<file path="src/design/spq_pkg.sv">
// ----------------------------------------------------------------------------
// spq_pkg
// Shared types and codes for the sorted priority queue.
// ----------------------------------------------------------------------------
package spq_pkg;

    localparam int CMD_W    = 2;
    localparam int KEY_W    = 32;
    localparam int STATUS_W = 2;
    localparam int COUNT_W  = 5;

    // command codes
    localparam logic [CMD_W-1:0] CMD_INSERT = 2'd0;
    localparam logic [CMD_W-1:0] CMD_REMOVE = 2'd1;
    localparam logic [CMD_W-1:0] CMD_FIND   = 2'd2;

    // status codes
    localparam logic [STATUS_W-1:0] ST_OK        = 2'd0;
    localparam logic [STATUS_W-1:0] ST_NOT_FOUND = 2'd1;
    localparam logic [STATUS_W-1:0] ST_FULL      = 2'd2;

    // result of the shared key comparator
    typedef struct packed {
        logic lt;   // search key below stored entry (signed)
        logic eq;   // search key equals stored entry
    } cmp_res_t;

endpackage

</file>
<file path="src/design/spq_if.sv">
// ----------------------------------------------------------------------------
// spq_in_if / spq_out_if
// Valid/ready channels for command beats and result beats.
// ----------------------------------------------------------------------------
interface spq_in_if
    import spq_pkg::*;
();
    logic                    valid;
    logic                    ready;
    logic [CMD_W-1:0]        cmd;
    logic signed [KEY_W-1:0] value;

    modport source (output valid, output cmd, output value, input ready);
    modport sink   (input valid, input cmd, input value, output ready);
endinterface

interface spq_out_if
    import spq_pkg::*;
();
    logic                    valid;
    logic                    ready;
    logic [STATUS_W-1:0]     status;
    logic signed [KEY_W-1:0] head_value;
    logic                    head_valid;
    logic [COUNT_W-1:0]      count;

    modport source (output valid, output status, output head_value, output head_valid,
                    output count, input ready);
    modport sink   (input valid, input status, input head_value, input head_valid,
                    input count, output ready);
endinterface

</file>
<file path="src/design/spq_ram.sv">
// ----------------------------------------------------------------------------
// spq_ram
// Generic single-write, single-read RAM with registered read data.
// ----------------------------------------------------------------------------
module spq_ram #(
    parameter int WIDTH = 32,
    parameter int DEPTH = 16
) (
    input  logic                     clk,
    input  logic                     wr_en,
    input  logic [$clog2(DEPTH)-1:0] wr_addr,
    input  logic [WIDTH-1:0]         wr_data,
    input  logic [$clog2(DEPTH)-1:0] rd_addr,
    output logic [WIDTH-1:0]         rd_data
);

    logic [WIDTH-1:0] mem [DEPTH];

    always_ff @(posedge clk)
    begin
        if (wr_en)
        begin
            mem[wr_addr] <= wr_data;
        end
        rd_data <= mem[rd_addr];
    end

endmodule

</file>
<file path="src/design/spq_cmp.sv">
// ----------------------------------------------------------------------------
// spq_cmp
// Shared key comparator: signed less-than and equality.
// ----------------------------------------------------------------------------
module spq_cmp
    import spq_pkg::*;
(
    input  logic [KEY_W-1:0] key,
    input  logic [KEY_W-1:0] entry,
    output cmp_res_t         res
);

    assign res.lt = $signed(key) < $signed(entry);
    assign res.eq = key == entry;

endmodule

</file>
<file path="src/design/sorted_priority_queue_top.sv">
// ----------------------------------------------------------------------------
// sorted_priority_queue_top
// Bounded sorted multiset of signed keys with insert, remove and find.
// ----------------------------------------------------------------------------
// The queue keeps up to CAPACITY keys in ascending order in one RAM, and a
// small sequencer walks that RAM through its single read port with one shared
// comparator, one entry at a time. An insert moves every larger key up one
// slot from the tail, key by key. A find scans from the head. A remove scans
// the same way and then moves the tail down, key by key. The sequencer goes
// back to idle through a response state, which waits until the output register
// is free, before the next command beat is taken.
// The block takes one command at a time; a finished result sits in the output
// register while the next command is accepted. No clearing pass follows reset.
// ----------------------------------------------------------------------------
module sorted_priority_queue_top
    import spq_pkg::*;
#(
    parameter int CAPACITY = 16
) (
    input  logic        clk,
    input  logic        rst_n,
    spq_in_if.sink      item,
    spq_out_if.source   result
);

    localparam int AW    = $clog2(CAPACITY);
    localparam int CW    = $clog2(CAPACITY + 1);
    localparam int EXT_W = CW + COUNT_W;
    localparam logic [CW-1:0] CAP_C = CW'(CAPACITY);

    typedef enum logic [2:0] {
        S_IDLE,
        S_INS_RD,
        S_INS_CMP,
        S_SCAN_RD,
        S_SCAN_CMP,
        S_SHF_RD,
        S_SHF_WR,
        S_RESP
    } state_t;

    state_t               state_reg, state_next;
    logic [CMD_W-1:0]     cmd_reg, cmd_next;
    logic [KEY_W-1:0]     key_reg, key_next;
    logic [CW-1:0]        idx_reg, idx_next;
    logic [CW-1:0]        count_reg, count_next;
    logic [KEY_W-1:0]     head_reg, head_next;
    logic [STATUS_W-1:0]  status_reg, status_next;

    logic                 out_valid_reg, out_valid_next;
    logic [STATUS_W-1:0]  out_status_reg, out_status_next;
    logic [KEY_W-1:0]     out_head_reg, out_head_next;
    logic                 out_hvalid_reg, out_hvalid_next;
    logic [COUNT_W-1:0]   out_count_reg, out_count_next;

    logic                 wr_en;
    logic [AW-1:0]        wr_addr;
    logic [KEY_W-1:0]     wr_data;
    logic [AW-1:0]        rd_addr;
    logic [KEY_W-1:0]     rd_data;
    cmp_res_t             cmp;

    logic [CW-1:0]        idx_inc;
    logic [CW-1:0]        idx_dec;
    logic [EXT_W-1:0]     count_ext;

    assign idx_inc   = idx_reg + 1'b1;
    assign idx_dec   = idx_reg - 1'b1;
    assign count_ext = {{COUNT_W{1'b0}}, count_reg};

    spq_ram #(
        .WIDTH (KEY_W),
        .DEPTH (CAPACITY)
    ) u_ram (
        .clk     (clk),
        .wr_en   (wr_en),
        .wr_addr (wr_addr),
        .wr_data (wr_data),
        .rd_addr (rd_addr),
        .rd_data (rd_data)
    );

    spq_cmp u_cmp (
        .key   (key_reg),
        .entry (rd_data),
        .res   (cmp)
    );

    assign item.ready        = state_reg == S_IDLE;
    assign result.valid      = out_valid_reg;
    assign result.status     = out_status_reg;
    assign result.head_value = out_head_reg;
    assign result.head_valid = out_hvalid_reg;
    assign result.count      = out_count_reg;

    always_comb
    begin
        state_next      = state_reg;
        cmd_next        = cmd_reg;
        key_next        = key_reg;
        idx_next        = idx_reg;
        count_next      = count_reg;
        head_next       = head_reg;
        status_next     = status_reg;
        out_valid_next  = out_valid_reg && !result.ready;
        out_status_next = out_status_reg;
        out_head_next   = out_head_reg;
        out_hvalid_next = out_hvalid_reg;
        out_count_next  = out_count_reg;
        wr_en           = 1'b0;
        wr_addr         = idx_reg[AW-1:0];
        wr_data         = key_reg;
        rd_addr         = idx_reg[AW-1:0];

        unique case (state_reg)
            S_IDLE:
            begin
                if (item.valid)
                begin
                    cmd_next = item.cmd;
                    key_next = item.value;
                    idx_next = '0;
                    priority if (item.cmd == CMD_INSERT)
                    begin
                        if (count_reg >= CAP_C)
                        begin
                            status_next = ST_FULL;
                            state_next  = S_RESP;
                        end
                        else
                        begin
                            idx_next   = count_reg;
                            state_next = S_INS_RD;
                        end
                    end
                    else if (item.cmd == CMD_REMOVE || item.cmd == CMD_FIND)
                    begin
                        state_next = S_SCAN_RD;
                    end
                    else
                    begin
                        status_next = ST_NOT_FOUND;
                        state_next  = S_RESP;
                    end
                end
            end

            S_INS_RD:
            begin
                if (idx_reg == '0)
                begin
                    // reached the head slot
                    wr_en       = 1'b1;
                    head_next   = key_reg;
                    count_next  = count_reg + 1'b1;
                    status_next = ST_OK;
                    state_next  = S_RESP;
                end
                else
                begin
                    rd_addr    = idx_dec[AW-1:0];
                    state_next = S_INS_CMP;
                end
            end

            S_INS_CMP:
            begin
                wr_en = 1'b1;
                if (cmp.lt)
                begin
                    // move the larger key up one slot
                    wr_data    = rd_data;
                    idx_next   = idx_dec;
                    state_next = S_INS_RD;
                end
                else
                begin
                    count_next  = count_reg + 1'b1;
                    status_next = ST_OK;
                    state_next  = S_RESP;
                end
            end

            S_SCAN_RD:
            begin
                if (idx_reg == count_reg)
                begin
                    status_next = ST_NOT_FOUND;
                    state_next  = S_RESP;
                end
                else
                begin
                    state_next = S_SCAN_CMP;
                end
            end

            S_SCAN_CMP:
            begin
                if (cmp.eq)
                begin
                    if (cmd_reg == CMD_FIND)
                    begin
                        status_next = ST_OK;
                        state_next  = S_RESP;
                    end
                    else
                    begin
                        state_next = S_SHF_RD;
                    end
                end
                else
                begin
                    idx_next   = idx_inc;
                    state_next = S_SCAN_RD;
                end
            end

            S_SHF_RD:
            begin
                if (idx_inc >= count_reg)
                begin
                    count_next  = count_reg - 1'b1;
                    status_next = ST_OK;
                    state_next  = S_RESP;
                end
                else
                begin
                    rd_addr    = idx_inc[AW-1:0];
                    state_next = S_SHF_WR;
                end
            end

            S_SHF_WR:
            begin
                // pull the next key down one slot
                wr_en   = 1'b1;
                wr_data = rd_data;
                if (idx_reg == '0)
                begin
                    head_next = rd_data;
                end
                idx_next   = idx_inc;
                state_next = S_SHF_RD;
            end

            S_RESP:
            begin
                if (!out_valid_reg || result.ready)
                begin
                    out_valid_next  = 1'b1;
                    out_status_next = status_reg;
                    out_hvalid_next = count_reg != '0;
                    out_head_next   = (count_reg != '0) ? head_reg : '0;
                    out_count_next  = count_ext[COUNT_W-1:0];
                    state_next      = S_IDLE;
                end
            end

            default:
            begin
                state_next = S_IDLE;
            end
        endcase
    end

    always_ff @(posedge clk or negedge rst_n)
    begin
        if (!rst_n)
        begin
            state_reg      <= S_IDLE;
            count_reg      <= '0;
            out_valid_reg  <= 1'b0;
            out_status_reg <= '0;
            out_head_reg   <= '0;
            out_hvalid_reg <= 1'b0;
            out_count_reg  <= '0;
        end
        else
        begin
            state_reg      <= state_next;
            count_reg      <= count_next;
            out_valid_reg  <= out_valid_next;
            out_status_reg <= out_status_next;
            out_head_reg   <= out_head_next;
            out_hvalid_reg <= out_hvalid_next;
            out_count_reg  <= out_count_next;
        end
    end

    always_ff @(posedge clk)
    begin
        cmd_reg    <= cmd_next;
        key_reg    <= key_next;
        idx_reg    <= idx_next;
        head_reg   <= head_next;
        status_reg <= status_next;
    end

    assert property (@(posedge clk) disable iff (!rst_n)
        count_reg <= CAP_C)
        else $error("entry count above capacity");

    assert property (@(posedge clk) disable iff (!rst_n)
        (item.valid && item.ready) |=> !item.ready)
        else $error("command beat taken while a command is in progress");

    assert property (@(posedge clk) disable iff (!rst_n)
        (state_reg == S_RESP && status_reg == ST_FULL) |-> count_reg == CAP_C)
        else $error("insert dropped while the store had room");

    assert property (@(posedge clk) disable iff (!rst_n)
        (state_reg == S_IDLE) |=> (count_reg == $past(count_reg)))
        else $error("count changed without a command in progress");

endmodule
</file>
<file path="src/flat_wrapper.sv">
// flat-port wrapper written by rule: the top's interface ports become plain ports
module sorted_priority_queue_top_flat import spq_pkg::*;
#(
    parameter int CAPACITY = 16
)
  (clk, rst_n, item_valid, item_cmd, item_value, item_ready, result_valid, result_status, result_head_value, result_head_valid, result_count, result_ready);
  spq_in_if item_i ();
  spq_out_if result_i ();
  input  logic clk;
  input  logic rst_n;
  input wire logic [$bits(item_i.valid)-1:0] item_valid;
  input wire logic [$bits(item_i.cmd)-1:0] item_cmd;
  input wire logic [$bits(item_i.value)-1:0] item_value;
  output wire logic [$bits(item_i.ready)-1:0] item_ready;
  output wire logic [$bits(result_i.valid)-1:0] result_valid;
  output wire logic [$bits(result_i.status)-1:0] result_status;
  output wire logic [$bits(result_i.head_value)-1:0] result_head_value;
  output wire logic [$bits(result_i.head_valid)-1:0] result_head_valid;
  output wire logic [$bits(result_i.count)-1:0] result_count;
  input wire logic [$bits(result_i.ready)-1:0] result_ready;
  assign item_i.valid = item_valid;
  assign item_i.cmd = item_cmd;
  assign item_i.value = item_value;
  assign item_ready = item_i.ready;
  assign result_valid = result_i.valid;
  assign result_status = result_i.status;
  assign result_head_value = result_i.head_value;
  assign result_head_valid = result_i.head_valid;
  assign result_count = result_i.count;
  assign result_i.ready = result_ready;
  sorted_priority_queue_top #(.CAPACITY(CAPACITY)) u_core (.clk(clk), .rst_n(rst_n), .item(item_i), .result(result_i));
endmodule
</file>
<file path="config.mk">
export PLATFORM = sky130hd
export DESIGN_NAME = sorted_priority_queue_top_flat
export DESIGN_NICKNAME = d
export VERILOG_FILES = /design/src/design/spq_pkg.sv /design/src/design/spq_if.sv /design/src/design/spq_ram.sv /design/src/design/spq_cmp.sv /design/src/design/sorted_priority_queue_top.sv /design/src/flat_wrapper.sv
export SDC_FILE = /design/constraint.sdc
export NUM_CORES = 1
export LEC_CHECK = 0
export ABC_AREA = 1
export BUFFER_PORTS_ARGS = -buffer_cell sky130_fd_sc_hd__buf_2
export CORE_UTILIZATION = 54
export DETAILED_ROUTE_END_ITERATION = 12
export PLACE_DENSITY = 0.71
export SYNTH_ARGS = -nofsm -noshare
export SYNTH_HDL_FRONTEND = slang
export SYNTH_SLANG_ARGS = --single-unit
</file>
<file path="constraint.sdc">
create_clock -name clk -period 4.4 [get_ports clk]
set_input_delay 0.66 -clock clk [delete_from_list [all_inputs] [get_ports clk]]
set_output_delay 0.66 -clock clk [all_outputs]
set_load 0.005 [all_outputs]
</file>
==> impl_metrics.prom, run 1 <==
# TYPE chip_impl_metric gauge
chip_impl_metric{name="ir_drop",unit="mV"} 0.935
chip_impl_metric{name="drc",unit=""} 0
chip_impl_metric{name="report.power.total",unit="mW"} 27.6
chip_impl_metric{name="syn_nets",unit=""} 2936
chip_impl_info{name="critPathSlowestCell",value="edfxtp_1"} 1
chip_impl_metric{name="detail-route-antenna-nets",unit=""} 0
chip_impl_metric{name="final_nets",unit=""} 2970
chip_impl_metric{name="transition_at_the_pin_with_the_smallest_max_transition_slack",unit="ps"} 1100
chip_impl_metric{name="port_buffers",unit=""} 79
chip_impl_metric{name="drive_above_1_share",unit="%"} 8.54
chip_impl_metric{name="insertedDiodeCount",unit=""} 0
chip_impl_metric{name="worstPathMaxFanout",unit=""} 82
chip_impl_metric{name="synth_enable_flop_cells",unit=""} 585
chip_impl_metric{name="numPlacedInstances",unit=""} 3509
chip_impl_metric{name="lkg_pwr",unit="nW"} 14.0
chip_impl_info{name="synth.most_common_cell",value="nand2_1"} 1
chip_impl_info{name="timing.critical_path.max_delay_family",value="simple AND/OR/NAND/NOR gates"} 1
chip_impl_metric{name="critPathArrivalTime",unit="ps"} 4220
chip_impl_metric{name="gp_congestion",unit=""} 0.877
chip_impl_metric{name="area.growth.synth_to_final",unit="%"} 11.6
chip_impl_metric{name="fmaxAchievable",unit="GHz"} 0.273
chip_impl_metric{name="synth.yosys.warnings",unit=""} 0
chip_impl_info{name="worst-setup-path-type",value="flip-flop to flip-flop"} 1
chip_impl_info{name="list_of_most_frequent_post_synthesis_cells",value="nand2_1, nand3_1, edfxtp_1"} 1
chip_impl_metric{name="tns",unit="ps"} 0
chip_impl_metric{name="grt_pass1_vias",unit=""} 19513
chip_impl_metric{name="report.final.setup_viol",unit=""} 0
chip_impl_metric{name="report.final.slew_viol_count",unit=""} 0
chip_impl_metric{name="drt_iter0_markers",unit=""} 2237
chip_impl_metric{name="maximum_count_of_clock_buffers_along_a_single_path",unit=""} 3
chip_impl_info{name="start_kind",value="flip-flop"} 1
chip_impl_metric{name="syn_avg_cell_area",unit="sq um"} 10.3
chip_impl_metric{name="final_cells",unit=""} 3636
chip_impl_metric{name="initial_antenna_violation_count",unit=""} 1
chip_impl_info{name="post_synth_main_area_contributors",value="edfxtp_1, nand3_1, nand2_1"} 1
chip_impl_metric{name="grt_util_met3",unit="%"} 3.60
chip_impl_metric{name="clock_latency",unit="ps"} 610
chip_impl_metric{name="dp_hpwl",unit="um"} 39500
chip_impl_metric{name="finalClockSkew",unit="ps"} 24.1
chip_impl_metric{name="globalRoute.totalOverflow",unit=""} 0
chip_impl_metric{name="hold_viol_final",unit=""} 0
chip_impl_metric{name="timing.max_cap.violations",unit=""} 0
chip_impl_metric{name="grt_use_met2",unit="%"} 43.6
chip_impl_metric{name="routed_wl",unit="um"} 73200
chip_impl_metric{name="vias",unit=""} 20449
chip_impl_metric{name="full_die_area",unit="sq mm"} 0.0553
chip_impl_metric{name="synth_top_cell_area_share",unit="%"} 59.8
chip_impl_metric{name="num_io_pins",unit=""} 80
chip_impl_metric{name="period_needed",unit="ps"} 3670
chip_impl_metric{name="die_w",unit="um"} 235
chip_impl_metric{name="initial_core_util",unit="%"} 54.6
chip_impl_metric{name="post_synth_instance_area",unit="sq mm"} 0.0294
chip_impl_info{name="synth_ff_type",value="edfxtp_1"} 1
chip_impl_metric{name="grt_max_degree",unit=""} 155
chip_impl_info{name="root_buffer",value="clkbuf_16"} 1
chip_impl_metric{name="drt_first_pass_iters",unit=""} 6
chip_impl_metric{name="tritoncts.num_buffers",unit=""} 69
chip_impl_metric{name="die_h",unit="um"} 235
chip_impl_metric{name="met1_usage",unit="%"} 36.9
chip_impl_metric{name="placedInstanceArea",unit="sq mm"} 0.0305
chip_impl_info{name="critPathCaptureType",value="flip-flop"} 1
chip_impl_info{name="crit_top_cell",value="nand2_1"} 1
chip_impl_info{name="yosysTopAreaCell",value="edfxtp_1"} 1
chip_impl_metric{name="cts_hold_buf",unit=""} 0
chip_impl_metric{name="finalInstanceArea",unit="sq mm"} 0.0328
chip_impl_info{name="globalRoute.busiestLayer",value="met2"} 1
chip_impl_info{name="grt_setup_unrepaired",value="no"} 1
chip_impl_metric{name="wire_per_inst",unit="um"} 20.1
chip_impl_info{name="cts_tree",value="built"} 1
chip_impl_info{name="hp-class",value="primary input to flip-flop"} 1
chip_impl_metric{name="ctsResizeCount",unit=""} 0
chip_impl_metric{name="ys_async_sr_fraction",unit="%"} 7.36
chip_impl_metric{name="rows",unit=""} 85
chip_impl_metric{name="worst_setup_hold_path_clk_slew",unit="ps"} 60
chip_impl_metric{name="cp_data_required_time",unit="ps"} 4950
chip_impl_metric{name="number_of_vias_per_cell_after_detailed_routing",unit=""} 5.62
chip_impl_metric{name="grt_first_pass_wirelength",unit="um"} 113000
chip_impl_metric{name="synth_cell_type_count",unit=""} 38
chip_impl_metric{name="grt_use_total",unit="%"} 26.6
chip_impl_metric{name="cp.buffers_inverters",unit=""} 2
chip_impl_metric{name="finalCritPeriodShare",unit="%"} 83.4
chip_impl_info{name="outcome",value="completed"} 1
chip_impl_metric{name="cts_setup_buffers",unit=""} 0
chip_impl_metric{name="synth-seq-area-share",unit="%"} 66.1
chip_impl_metric{name="synthCells",unit=""} 2850
chip_impl_metric{name="slowest_delay",unit="ps"} 650
chip_impl_metric{name="design.core.area",unit="sq mm"} 0.0538
chip_impl_info{name="crit_chain",value="nand3_1 > xor2_1 > inv_1 > ha_1 > nand2_1 > nor2_1 > nand2_1 > nand4_4 > nand3_4 > nand2_8 > buf_12 > nand2_1 > nand2_1 > nand2_1 > nand3_1 > nand3_1 > nand2_1"} 1
chip_impl_metric{name="cts_htree_levels",unit=""} 3
chip_impl_metric{name="synth_seq_cells",unit=""} 666
chip_impl_info{name="largest-register",value="u_core.u_ram.mem"} 1
chip_impl_metric{name="numClockSinks",unit=""} 666
chip_impl_metric{name="largest_reg_flops",unit=""} 512
chip_impl_metric{name="slew_headroom",unit="%"} 27.0
chip_impl_metric{name="power-per-cell-area",unit="mW/mm^2"} 842
## metrics by stage
step           setup slack, ps  utilization (%)  hold WS, ps
3_3_place_gp               880             56.7          428
5_1_grt                    435             60.9          224
6_report                   732             60.9          237
4_1_cts                    792             60.9          217
2_1_floorplan              477                -          364
3_5_place_dp               784             56.7          449
## logic make-up after synthesis
group	Yosys count	synth area share, %
and+or+nand+nor	1465	21.7
AOI/OAI and AO/OA	123	2.20
adders and majority gates	48	2.07
buffers and inverters	538	7.64
DFF	666	66.1
xor gates and xnor gates	10	0.298
## area by class of cell
type / instances / area (sq um)
well taps: 696 / 871
multi-input cells: 1646 / 7910
inverters: 383 / 1440
fillers: 4217 / 21000
clock buffers: 94 / 1910
repair buffers: 118 / 876
flip-flops and latches: 666 / 19400
clock inverters: 33 / 337
## metal layers
metal	up-vias	share of wire, %
li1	9591	-
met1	9798	41
met2	928	47
met3	132	9.2
met4	0	2.3
met5	-	0
## power breakdown
part / switching [mW] / internal (mW)
clock network: 2.39 / 3.41
registers: 0.543 / 8.61
logic: 9.01 / 3.62
## layout by cell type (no fill, tap or decap), types with 2 or more instances in the layout
cell type   instances
o21a_1              2
edfxtp_1          585
clkinv_2           10
dfrtp_1            49
nor2_4             16
clkinvlp_4          2
xor2_1              8
clkbuf_16          71
inv_6               2
clkbuf_1           18
xnor2_1             2
nor3_2              2
nor2_1             27
clkinv_8            2
nand2_2             3
o22ai_1             2
a21oi_4             2
inv_2               2
o21ai_0            81
nand2_8             2
nand2_1           772
buf_2              79
nand3_1           626
nand4_1             6
inv_1             379
nor2_2              2
buf_4              24
bufinv_16           6
dfxtp_1            32
a21oi_1            26
ha_1               47
a21o_1              2
clkinv_1           12
nor3_1              3
o221ai_1            3
buf_12             15
clkbuf_8            5
## final timing paths
kind / start / slack (ps) / to / depth (start not counted)
max: u_core.idx_reg[2]$_DFFE_PP_ / 730 / u_core.u_ram.rd_data[4]$_DFF_P_ / 17
max reg2reg: u_core.idx_reg[2]$_DFFE_PP_ / 730 / u_core.u_ram.rd_data[4]$_DFF_P_ / 17
max in group asynchronous: rst_n / 3470 / u_core.result.head_value[8]$_DFFE_PN0P_ / 1
min: item_value[24] / 240 / u_core.key_reg[24]$_DFFE_PP_ / 1
min reg2reg: u_core.status_reg[1]$_DFFE_PP_ / 460 / u_core.result.status[1]$_DFFE_PN0P_ / 2
min in group asynchronous: rst_n / 260 / u_core.result.count[2]$_DFFE_PN0P_ / 1
(Power assumes the default switching activity.)
==> inputs of run 2 (changes only) <==
--- a/config.mk
+++ b/config.mk
@@ -5,11 +5,11 @@
 export SDC_FILE = /design/constraint.sdc
 export NUM_CORES = 1
 export LEC_CHECK = 0
-export ABC_AREA = 1
+export ABC_AREA = 0
 export BUFFER_PORTS_ARGS = -buffer_cell sky130_fd_sc_hd__buf_2
 export CORE_UTILIZATION = 54
 export DETAILED_ROUTE_END_ITERATION = 12
-export PLACE_DENSITY = 0.71
+export PLACE_DENSITY = 0.73
 export SYNTH_ARGS = -nofsm -noshare
 export SYNTH_HDL_FRONTEND = slang
 export SYNTH_SLANG_ARGS = --single-unit
==> constraint.sdc (replaced) <==
create_clock -name clk -period 3.15 [get_ports clk]
set_input_delay 0.4725 -clock clk [delete_from_list [all_inputs] [get_ports clk]]
set_output_delay 0.4725 -clock clk [all_outputs]
set_load 0.005 [all_outputs]
==> run 2 against run 1 <==
Compared with the run above:
- flip-flop and latch count stayed put
- die area is 8.2% lower
- the flow now finishes with violations (negative setup slack)
- critical path depth down 3
- final cell count down 24%
- sequential power rose by 38%
- wire length increased by 9.0%
- clock power rose by 32%
- global-route usage up 3.1 points
- register-to-register slack worse by 1200 ps
==> impl_metrics.prom, run 2 <==
# TYPE chip_impl_metric gauge
chip_impl_info{name="dominant_combinational_cell_family_by_area_after_synthesis",value="multiplexers"} 1
chip_impl_metric{name="drive_above_1_share",unit="%"} 34.0
chip_impl_info{name="outcome",value="finished, violations left"} 1
chip_impl_metric{name="largest_reg_flops",unit=""} 512
chip_impl_info{name="synth.most_common_cell",value="edfxtp_1"} 1
chip_impl_metric{name="drt_first_pass_iters",unit=""} 5
chip_impl_metric{name="num_io_pins",unit=""} 80
chip_impl_metric{name="detail-route-antenna-nets",unit=""} 0
chip_impl_info{name="cts_tree",value="built"} 1
chip_impl_info{name="yosysTopAreaCell",value="edfxtp_1"} 1
chip_impl_metric{name="cp_data_required_time",unit="ps"} 3470
chip_impl_metric{name="synth-simple-area-share",unit="%"} 6.44
chip_impl_metric{name="placedInstanceArea",unit="sq mm"} 0.0299
chip_impl_metric{name="finalCritPeriodShare",unit="%"} 116
chip_impl_metric{name="post_synth_fa_ha_maj_area_fraction",unit="%"} 2.26
chip_impl_info{name="largest-register",value="u_core.u_ram.mem"} 1
chip_impl_metric{name="number_of_vias_per_cell_after_detailed_routing",unit=""} 6.50
chip_impl_metric{name="dp_hpwl",unit="um"} 39000
chip_impl_metric{name="synth-seq-area-share",unit="%"} 72.1
chip_impl_metric{name="layout_setup_ws",unit="ps"} -494
chip_impl_metric{name="synth_compound_gate_area_share",unit="%"} 7.13
chip_impl_metric{name="report.final.slew_viol_count",unit=""} 0
chip_impl_metric{name="slew_headroom",unit="%"} 41.9
chip_impl_metric{name="insertedDiodeCount",unit=""} 0
chip_impl_metric{name="period_needed",unit="ps"} 3640
chip_impl_metric{name="port_buffers",unit=""} 79
chip_impl_metric{name="finalClockSkew",unit="ps"} 23.2
chip_impl_info{name="violated_checks",value="negative setup slack"} 1
chip_impl_metric{name="synth_top_cell_area_share",unit="%"} 65.2
chip_impl_metric{name="die_h",unit="um"} 225
chip_impl_info{name="synth_ff_type",value="edfxtp_1"} 1
chip_impl_metric{name="grt_first_pass_wirelength",unit="um"} 109000
chip_impl_metric{name="report.final.setup_viol",unit=""} 535
chip_impl_info{name="worst-setup-path-type",value="flip-flop to flip-flop"} 1
chip_impl_metric{name="gp_congestion",unit=""} 0.911
chip_impl_info{name="layout.cells.most_common",value="edfxtp_1"} 1
chip_impl_metric{name="design.core.area",unit="sq mm"} 0.0491
chip_impl_metric{name="initial_antenna_violation_count",unit=""} 2
chip_impl_metric{name="cts_htree_levels",unit=""} 3
chip_impl_metric{name="critPathArrivalTime",unit="ps"} 3970
chip_impl_metric{name="ys_async_sr_fraction",unit="%"} 7.36
chip_impl_metric{name="synth-xor-area-share",unit="%"} 0.548
chip_impl_metric{name="cts_hold_buf",unit=""} 0
chip_impl_metric{name="timing.max_cap.violations",unit=""} 0
chip_impl_metric{name="clock_latency",unit="ps"} 600
chip_impl_metric{name="drt_iter0_markers",unit=""} 2287
chip_impl_metric{name="lkg_pwr",unit="nW"} 12.9
chip_impl_metric{name="synth_enable_flop_cells",unit=""} 585
chip_impl_metric{name="syn_nets",unit=""} 1755
chip_impl_metric{name="grt_util_met3",unit="%"} 6.71
chip_impl_metric{name="die_w",unit="um"} 225
chip_impl_info{name="start_kind",value="flip-flop"} 1
chip_impl_metric{name="tns",unit="ps"} -205710
chip_impl_metric{name="area.growth.synth_to_final",unit="%"} 28.0
chip_impl_metric{name="grt_max_degree",unit=""} 49
chip_impl_metric{name="finalInstanceArea",unit="sq mm"} 0.0345
chip_impl_metric{name="synth.yosys.warnings",unit=""} 0
chip_impl_metric{name="routed_wl",unit="um"} 79800
chip_impl_metric{name="vias",unit=""} 17953
chip_impl_metric{name="globalRoute.totalOverflow",unit=""} 0
chip_impl_metric{name="grt_use_met2",unit="%"} 49.0
chip_impl_info{name="critPathCaptureType",value="flip-flop"} 1
chip_impl_metric{name="wire_per_inst",unit="um"} 28.9
chip_impl_info{name="globalRoute.busiestLayer",value="met2"} 1
chip_impl_metric{name="post_synth_mux_area_share",unit="%"} 9.51
chip_impl_metric{name="met1_usage",unit="%"} 37.6
chip_impl_metric{name="worstPathMaxFanout",unit=""} 8
chip_impl_info{name="layout_common_cells",value="edfxtp_1, nand2_1, buf_4"} 1
chip_impl_metric{name="tritoncts.num_buffers",unit=""} 67
chip_impl_metric{name="worst_setup_hold_path_clk_slew",unit="ps"} 60
chip_impl_metric{name="fillers",unit=""} 2922
chip_impl_metric{name="ir_drop",unit="mV"} 0.848
chip_impl_metric{name="grt_use_total",unit="%"} 29.7
chip_impl_metric{name="drc",unit=""} 0
chip_impl_metric{name="maximum_count_of_clock_buffers_along_a_single_path",unit=""} 3
chip_impl_metric{name="post_synth_instance_area",unit="sq mm"} 0.0270
chip_impl_metric{name="report.power.total",unit="mW"} 44.4
chip_impl_metric{name="power-per-cell-area",unit="mW/mm^2"} 1290
chip_impl_info{name="post_synth_main_area_contributors",value="edfxtp_1, mux4_2, dfrtp_1"} 1
chip_impl_info{name="list_of_most_frequent_post_synthesis_cells",value="edfxtp_1, nand2_1, nand3_1"} 1
chip_impl_metric{name="numClockSinks",unit=""} 666
chip_impl_metric{name="syn_avg_cell_area",unit="sq um"} 16.2
chip_impl_metric{name="initial_core_util",unit="%"} 55.0
chip_impl_metric{name="synth_cell_type_count",unit=""} 70
chip_impl_metric{name="synth_seq_cells",unit=""} 666
chip_impl_metric{name="final_nets",unit=""} 2132
chip_impl_info{name="root_buffer",value="clkbuf_16"} 1
chip_impl_metric{name="synthCells",unit=""} 1669
chip_impl_metric{name="grt_pass1_vias",unit=""} 17393
chip_impl_metric{name="full_die_area",unit="sq mm"} 0.0508
chip_impl_metric{name="rows",unit=""} 81
chip_impl_info{name="hp-class",value="primary input to async pin"} 1
chip_impl_metric{name="transition_at_the_pin_with_the_smallest_max_transition_slack",unit="ps"} 871
chip_impl_info{name="grt_setup_unrepaired",value="yes"} 1
chip_impl_metric{name="fmaxAchievable",unit="GHz"} 0.274
chip_impl_metric{name="hold_viol_final",unit=""} 0
## run 2: cell count changes after synthesis, moves of 62 or more
cell	previous run	this run
nand2_1	773	186
nand3_1	626	78
inv_1	380	45
buf_2	95	23
mux4_2	0	64
a22o_1	0	63
mux2_2	0	62
## run 2: what timing repair did
action | CTS | global route
pin swaps | 26 | 38
resized for setup | 126 | 64
setup endpoints to repair | 535 | 572
endpoints found under the hold margin | 0 | 0
gates cloned | 43 | 13
setup buffers | 61 | 31
## run 2: cells by family after synthesis
group                    Yosys count
flip-flops                       666
adder cells (fa/ha/maj)           48
AO/OA/AOI/OAI                    251
buffers and inverters            134
multiplexers                     168
AND/OR/NAND/NOR                  386
XOR/XNOR                          16
## run 2: critical path: stages (launching register included)
cell      delay (ps)
edfxtp_1         460
ha_1             340
nand4_1          230
nor4_2           350
buf_4            210
o31a_1           240
buf_6            160
nor3_4            50
xor2_2           180
a21oi_4          240
buf_12           160
buf_12           150
buf_16           150
buf_6            100
mux2_4           340
## run 2: layout make-up
| type | instances | area [sq um] | area share, % |
|---|---|---|---|
| clock inverters | 25 | 216 | 0.627 |
| multi-input cells | 900 | 8210 | 23.8 |
| repair buffers | 365 | 3770 | 10.9 |
| clock buffers | 94 | 1840 | 5.33 |
| well taps | 664 | 831 | 2.41 |
| inverters | 46 | 175 | 0.508 |
| flip-flops and latches | 666 | 19500 | 56.4 |
## run 2: worst paths after layout
path | startpoint | slack (ps) | endpoint | cells after the start
setup reg to reg | u_core.key_reg[26]$_DFFE_PP_ | -490 | u_core.u_ram.mem[7][15]$_DFFE_PP_ | 14
setup / recovery | u_core.key_reg[26]$_DFFE_PP_ | -490 | u_core.u_ram.mem[7][15]$_DFFE_PP_ | 14
hold reg to reg | u_core.head_reg[25]$_DFFE_PP_ | 460 | u_core.result.head_value[25]$_DFFE_PN0P_ | 1
max in group asynchronous | rst_n | 2490 | u_core.result.head_value[10]$_DFFE_PN0P_ | 2
min in group clk | item_value[14] | 50 | u_core.key_reg[14]$_DFFE_PP_ | 1
hold / removal | rst_n | 0.4 | u_core.state_reg[1]$_DFFE_PN0P_ | 1
## run 2: through the flow
| stage | hold slack [ps] | std cells | setup slack (ps) | util (%) |
|---|---|---|---|---|
| 4_1_cts | 11.3 | 2723 | -350 | 68.7 |
| 5_1_grt | 44.5 | 2760 | -560 | 70.3 |
| 6_report | 0.375 | 2760 | -494 | 70.3 |
| 2_1_floorplan | 177 | 1669 | -204 | - |
| 3_5_place_dp | 450 | 2502 | -402 | 61.0 |
| 3_3_place_gp | 447 | 2502 | -308 | 61.0 |
## run 2: metal layers
layer	vias to the layer above	part of all wire (%)
met4	2	4.8
li1	7313	-
met3	265	11
met1	8966	35
met5	-	0.014
met2	1407	49
## run 2: where the power goes
part	switching, mW	total [mW]	internal (mW)
Combinational	12.4	24.1	11.7
Sequential	0.693	12.6	11.9
Clock	3.30	7.63	4.33
